[src/rtl/sorted_priority_queue_assert.svh]
// Assertion macros for the RTL, included by the queue top file
`ifndef SORTED_PRIORITY_QUEUE_ASSERT_SVH
`define SORTED_PRIORITY_QUEUE_ASSERT_SVH

// checked outside reset
`define SPQ_ASSERT(lbl, prop, msg) \
   lbl: assert property (@(posedge clock) disable iff (reset) prop) else $error(msg);

// checked on every edge, reset included
`define SPQ_ASSERT_ALWAYS(lbl, prop, msg) \
   lbl: assert property (@(posedge clock) prop) else $error(msg);

`endif

[src/rtl/spq_pkg.sv]
package spq_pkg;

   localparam int DATA_W       = 32;
   localparam int OCC_W        = 8;
   localparam int CAPACITY_DEF = 128;

   typedef enum logic [1:0] {
      ST_DONE  = 2'd0,
      ST_FULL  = 2'd1,
      ST_EMPTY = 2'd2
   } status_type;

   typedef enum logic {
      OP_INSERT = 1'b0,
      OP_REMOVE = 1'b1
   } op_type;

   typedef struct packed {
      logic signed [DATA_W-1:0] prio;
      logic signed [DATA_W-1:0] val;
   } entry_type;

   typedef struct packed {
      logic insert;
      logic remove;
   } cell_cmd_type;

endpackage

[src/rtl/spq_cell.sv]
module spq_cell (
   input  logic                 clock,
   input  spq_pkg::cell_cmd_type cmd,
   input  spq_pkg::entry_type    new_entry,
   input  spq_pkg::entry_type    left_entry,
   input  spq_pkg::entry_type    right_entry,
   input  logic                 left_keep,
   input  logic                 occupied,
   output spq_pkg::entry_type    entry,
   output logic                 keep
);
   import spq_pkg::*;

   entry_type entry_ff;
   entry_type entry_in;

   // hold when this entry is occupied and ranks equal or higher than the newcomer
   assign keep = occupied && ($signed(entry_ff.prio) >= $signed(new_entry.prio));

   always_comb begin
      entry_in = entry_ff;
      if (cmd.insert && !keep) begin
         if (left_keep) begin
            entry_in = new_entry;
         end else begin
            entry_in = left_entry;
         end
      end else if (cmd.remove) begin
         entry_in = right_entry;
      end
   end

   always_ff @(posedge clock) begin
      entry_ff <= entry_in;
   end

   assign entry = entry_ff;

endmodule

[config.mk]
export PLATFORM = sky130hd
export DESIGN_NAME = spq_cell
export DESIGN_NICKNAME = d
export VERILOG_FILES = /design/src/rtl/sorted_priority_queue_assert.svh /design/src/rtl/spq_pkg.sv /design/src/rtl/spq_cell.sv
export SDC_FILE = /design/constraint.sdc
export NUM_CORES = 1
export LEC_CHECK = 0
export ABC_AREA = 1
export CORE_ASPECT_RATIO = 0.5
export CORE_MARGIN = 5
export CORE_UTILIZATION = 30
export CTS_BUF_LIST = sky130_fd_sc_hd__clkbuf_16
export CTS_CLUSTER_SIZE = 14
export DETAILED_ROUTE_END_ITERATION = 12
export DONT_BUFFER_PORTS = 1
export GPL_TIMING_DRIVEN = 0
export PLACE_DENSITY = 0.43
export REMOVE_ABC_BUFFERS = 1
export SYNTH_ARGS = -nofsm -noshare
export SYNTH_HDL_FRONTEND = slang
export SYNTH_SLANG_ARGS = --single-unit
export TNS_END_PERCENT = 30
[constraint.sdc]
create_clock -name clock -period 3.6 [get_ports clock]
set_input_delay 0.36 -clock clock [delete_from_list [all_inputs] [get_ports clock]]
set_output_delay 0.36 -clock clock [all_outputs]
set_load 0.005 [all_outputs]
Word-level counts from Yosys, hierarchy flattened
Index checks and enable logic that the tools add are counted.
{ "totals": {"ff_bits": 64, "in_bits": 197, "out_inout_bits": 65, "word_cells": 10} }
{ "op_classes": {"magnitude_cmp": 1, "n_mux": 3, "reduce_logical": 4} }
{ "op_table": {"columns": ["op", "n"], "rows": [
  ["$mux W64", 3],
  ["$ge A32 B32 Y1", 1],
  ["$logic_and A1 B1 Y1", 2],
  ["$reduce_bool A2 Y1", 1],
  ["$logic_not A1 Y1", 1]
]} }

Logic depth before layout (Yosys ltp)
{ "logic_depth": {"depth_word": 5, "ltp_mapped": 21, "ltp_nobuf": 19} }

Worst setup path after synthesis
No wires, ideal clock.
{ "synth_path": {"kind": "reg2reg", "startpoint": "register entry_ff (netlist bit entry[63])", "endpoint": "register entry_ff (netlist bit entry[0]) (enable)", "setup_time_ns": 0.424, "t_arrival_ns": 3.180, "t_required_ns": 3.176, "path_slack_ns": -0.004, "path_stages_with_launch": 14, "n_path_buf": 2, "synth_period_minus_slack_ns": 3.604, "cell_sequence": "edfxtp_1 > ha_1 > nand2_1 > nor2_2 > nand2_2 > nor4_4 > nand2_1 > nand3_1 > nand3_2 > nand2_2 > nand2_2 > buf_8 > buf_6 > nand2_1"} }
{ "synth_via": {"elab_chain_len": 5} }
{ "synth_rtl": {"columns": ["element", "line", "rtl"], "rows": [
  ["start, declared", "spq_cell.sv:14", "entry_type entry_ff;"],
  ["start signal, assigned", "spq_cell.sv:34", "entry_ff <= entry_in;"],
  ["$ge A32 B32 Y1", "spq_cell.sv:18", "assign keep = occupied && ($signed(entry_ff.prio) >= $signed(new_entry.prio));"],
  ["$logic_and A1 B1 Y1", "spq_cell.sv:18", null],
  ["$logic_not A1 Y1", "spq_cell.sv:22", "if (cmd.insert && !keep) begin"],
  ["$logic_and A1 B1 Y1", "spq_cell.sv:22", null],
  ["$reduce_bool A2 Y1 (no line)", null, null]
]} }
Every way passes these cells.
A chain may end at the register's enable or synchronous reset.

Worst setup path in the final report
{ "layout_path": {"startpoint": "register entry_ff (netlist bit entry[63])", "endpoint": "register entry_ff (netlist bit entry[33]) (enable)"} }
The elaborated chain is that of the path after synthesis.

==> results.txt <==
* Outcome: finished clean
* # IOs: 262
- For this run, the number of Yosys warnings is 0.
* Yosys cell types: 23
- Via count of the first global-routing pass: 3,588
* Min Clock Period, post-route: 3.287 ns
- Final WL: 13,680 µm
* Buffer levels on the longest clock path: 2
* Leftover overflow at the end of global routing: 0
- Die extent in x: 185.1 µm
- Worst r2r dst: entry[33]$_DFFE_PP_
* Detailed Routing Iterations Pass 1: 5
- For the worst-skew pair, the clock arrives at the later sink with an insertion delay of 0.33 ns.
- Initial cell density of the core: 0.3021
- Cell area after synthesis: 0.004597 mm²
- Post-DR vias/cell: 4.887
* Number of antenna violations at the first check in global routing: 0
* Slowest Stage Delay on Critical Path: 0.44 ns
* Starting DRT DRC Count: 133
- Most instantiated flip-flop cell in the synthesis netlist: sky130_fd_sc_hd__edfxtp_1
* Total vias in the final route: 3,548
* Global router's overall resource usage: 0.1454
* Main combinational cell family by area after synthesis: simple AND/OR/NAND/NOR gates
- Transition at the pin with the smallest max-transition slack: 0.4786 ns
- Multi-input gate area: 0.002357 mm²
- The synthesized design contains 64 enable-type register cells.
- Placed cell count: 705
- The worst setup path is captured at a flip-flop.
* Final standard cell count with taps included and fillers excluded: 726
* Max-slew violations: 0
* CP Class: flip-flop to flip-flop
- Of the total synthesized cell area, the portion taken by full adders, half adders and majority gates is 0.08710.
- Floorplan row count: 32
* Cell type contributing the most total cell area after synthesis: sky130_fd_sc_hd__edfxtp_1
- Of the total synthesized cell area, the portion taken by AND, OR, NAND and NOR gates is 0.2735.
* Worst-case clock skew: 0.007590 ns
* Count of mapped cells out of synthesis: 531
- Synthesis-stage register bit count: 64
* Launch instance of the worst min-delay path: right_entry[30]
* Post-synthesis mux area share: 0.08084
- Leading cell type in the layout, fill and taps excluded: sky130_fd_sc_hd__nand2_1
* Largest fanout of any net on the critical path: 51
- Number of flip-flops under the largest register name: 64
- Total power for the finished layout comes to 2.507 mW.
* Number of buffers created by CTS: 9
- Global-route wire length before repair: 20,460 µm
- The share of synthesized area in the top cell type comes to 0.4181.
* Power density relative to cell area: 495.6 mW/mm²
- Routability congestion estimate from global placement: 0.7570
* Number of buffers inserted for hold repair after clock tree synthesis: 0
* Synth top area cells: sky130_fd_sc_hd__edfxtp_1, sky130_fd_sc_hd__nand2_1, sky130_fd_sc_hd__ha_1, sky130_fd_sc_hd__mux2_2, sky130_fd_sc_hd__nand3_1
- Worst rel slew slack: 0.6807
- Along the worst hold path, the cell count comes to 2.
* Signed area change from the synthesized netlist to the final layout: 10.04%
* Maximum vdd drop: 196.4 µV
- CTS tree: yes
- Clock slew seen by the registers of the worst setup and hold paths: 0.06 ns
* Share of layout cells above drive strength 1: 0.1954
- For hold timing, the worst endpoint is entry[30]$_DFFE_PP_.
- Final setup violation count: 0
* Critical Path Source Type: flip-flop
- After detailed routing, the average wire length per cell comes to 18.85 µm.
- Worst endpoint data arrival time: 3.30 ns
* RSZ-0062 raised after global routing: false
* Remaining antenna violation count after routing: 0
- Highest-count cells in the layout ignoring fill and taps: sky130_fd_sc_hd__nand2_1, sky130_fd_sc_hd__nand3_1, sky130_fd_sc_hd__edfxtp_1
- Layout Nets: 746
- Share of the yosys chip area belonging to registers: 0.4181
- Count of inserted antenna diode cells: 0
- The tree built by TritonCTS fans out to 64 sinks.
- Die Span Y: 97.53 µm
- Dividing the final minimum period by the clock period gives 0.9131.
* DRC violation count after routing: 0
- For this run, the top clock speed supported by timing is 0.3042 GHz.
- Area share of xor/xnor cells in the synthesized design: 0
* Cell leakage power: 2.303 nW
* CORE AREA: 0.01521 mm²
- Final-report hold violation count: 0
- Required @ worst endpoint: 3.61 ns
- Avg Inst Size Synth: 8.657 µm²
- In this run the critical register-to-register path is launched from entry[63]$_DFFE_PP_.
- The signal on the critical path passes through ha_1 > nand2_1 > nor2_2 > nand2_2 > nor4_4 > nand2_1 > nand3_1 > nand3_2 > nand2_8 > nand2_4 > buf_16 > nand2_8 > buf_16.
- The path class of the tightest hold or removal check is primary input to flip-flop.
- Entering global routing, the biggest net connects 96 pins.
- The H-tree was split into 3 levels.
- Clock tree synthesis selected as its root buffer the cell sky130_fd_sc_hd__clkbuf_16.
- Buffers on Ports: 0
- The tool flagged a number of max-cap violations equal to 0.
- The share of the synthesized area in compound gates (AO/OA/AOI/OAI) was 0.05879.
- Detailed Place HPWL: 9268 µm
- Reg2reg path depth: 13
- Post-synth ARST share: 0
- Worst-path cell with the longest stage delay: sky130_fd_sc_hd__edfxtp_1
- Across the whole layout, storage elements account for 0.001922 mm².
- Fill cells in the final layout number 1,627.
* FF-to-FF setup slack: 0.31 ns
- The die covers 0.01805 mm².
[critical path: cells and delay by family, from the launching register on]
family / cells / cell delay (ns)
fa+ha+maj: 1 / 0.38
buf+inv: 2 / 0.55
flops: 1 / 0.44
simple gates: 10 / 1.53
[report_power, final]
group	switching, mW	total (mW)	internal (mW)
logic	0.351	0.565	0.214
registers	0.0960	1.09	0.989
clock network	0.327	0.857	0.529
[cell families after synthesis]
kind of cell | after synthesis
flops | 64
simple gates | 276
fa+ha+maj | 32
mux | 33
compound gates | 52
buf+inv | 74
[synthesized netlist by cell type (3+ instances only)]
cell and instances:
sky130_fd_sc_hd__nand2_2 43, sky130_fd_sc_hd__clkbuf_1 16, sky130_fd_sc_hd__mux2_2 33, sky130_fd_sc_hd__a21oi_1 45, sky130_fd_sc_hd__buf_6 3, sky130_fd_sc_hd__inv_1 42, sky130_fd_sc_hd__nand2_1 123, sky130_fd_sc_hd__buf_2 3
sky130_fd_sc_hd__ha_1 32, sky130_fd_sc_hd__nand3_1 66, sky130_fd_sc_hd__nor2_1 39, sky130_fd_sc_hd__buf_8 5, sky130_fd_sc_hd__buf_4 4, sky130_fd_sc_hd__edfxtp_1 64
[layout make-up]
type	instances	share of cell area
well taps	204	0.05046
flip-flops and latches	64	0.3799
repair buffers	5	0.01534
clock inverters	7	0.01261
multi-input cells	395	0.4660
inverters	42	0.03116
clock buffers	9	0.04452
[per-stage QoR]
step	area (µm²)	util	setup WS (ns)	TNS [ns]	hold slack, ns
floorplan	4379	-	-1.522	-97.43	0.5328
global route	5059	0.3325	0.06895	0	0.1941
detailed placement	4707	0.3094	-0.3065	-13.52	0.5387
finish	5059	0.3325	0.3128	0	0.2050
global placement	4634	0.3046	-4.162	-348.87	0.5354
CTS	5016	0.3297	0.02063	0	0.1913
[layer usage]
metal	GRT usage	wire length [µm]	vias up
met5	0	0	-
met1	0.1805	6005	1659
met3	0.03815	712	10
met4	0.03551	131	0
met2	0.2519	6834	116
li1	-	-	1763
[worst max-delay path by stage]
stage | startpoint | slack [ns] | to
after floorplan | entry[63]$_DFFE_PP_ | -1.52 | entry[0]$_DFFE_PP_
after global placement | entry[63]$_DFFE_PP_ | -4.16 | entry[37]$_DFFE_PP_
after detailed placement | entry[63]$_DFFE_PP_ | -0.31 | entry[28]$_DFFE_PP_
after CTS | entry[63]$_DFFE_PP_ | 0.02 | entry[13]$_DFFE_PP_
after global routing | entry[63]$_DFFE_PP_ | 0.07 | entry[33]$_DFFE_PP_
final | entry[63]$_DFFE_PP_ | 0.31 | entry[33]$_DFFE_PP_
[repair_timing]
action,CTS,global route
endpoints found under the setup margin,64,44
resized for setup,1,1
cloned,1,1
pin swaps,1,1
setup buffers,0,3
Note: power is estimated with default switching activity, not from simulation.
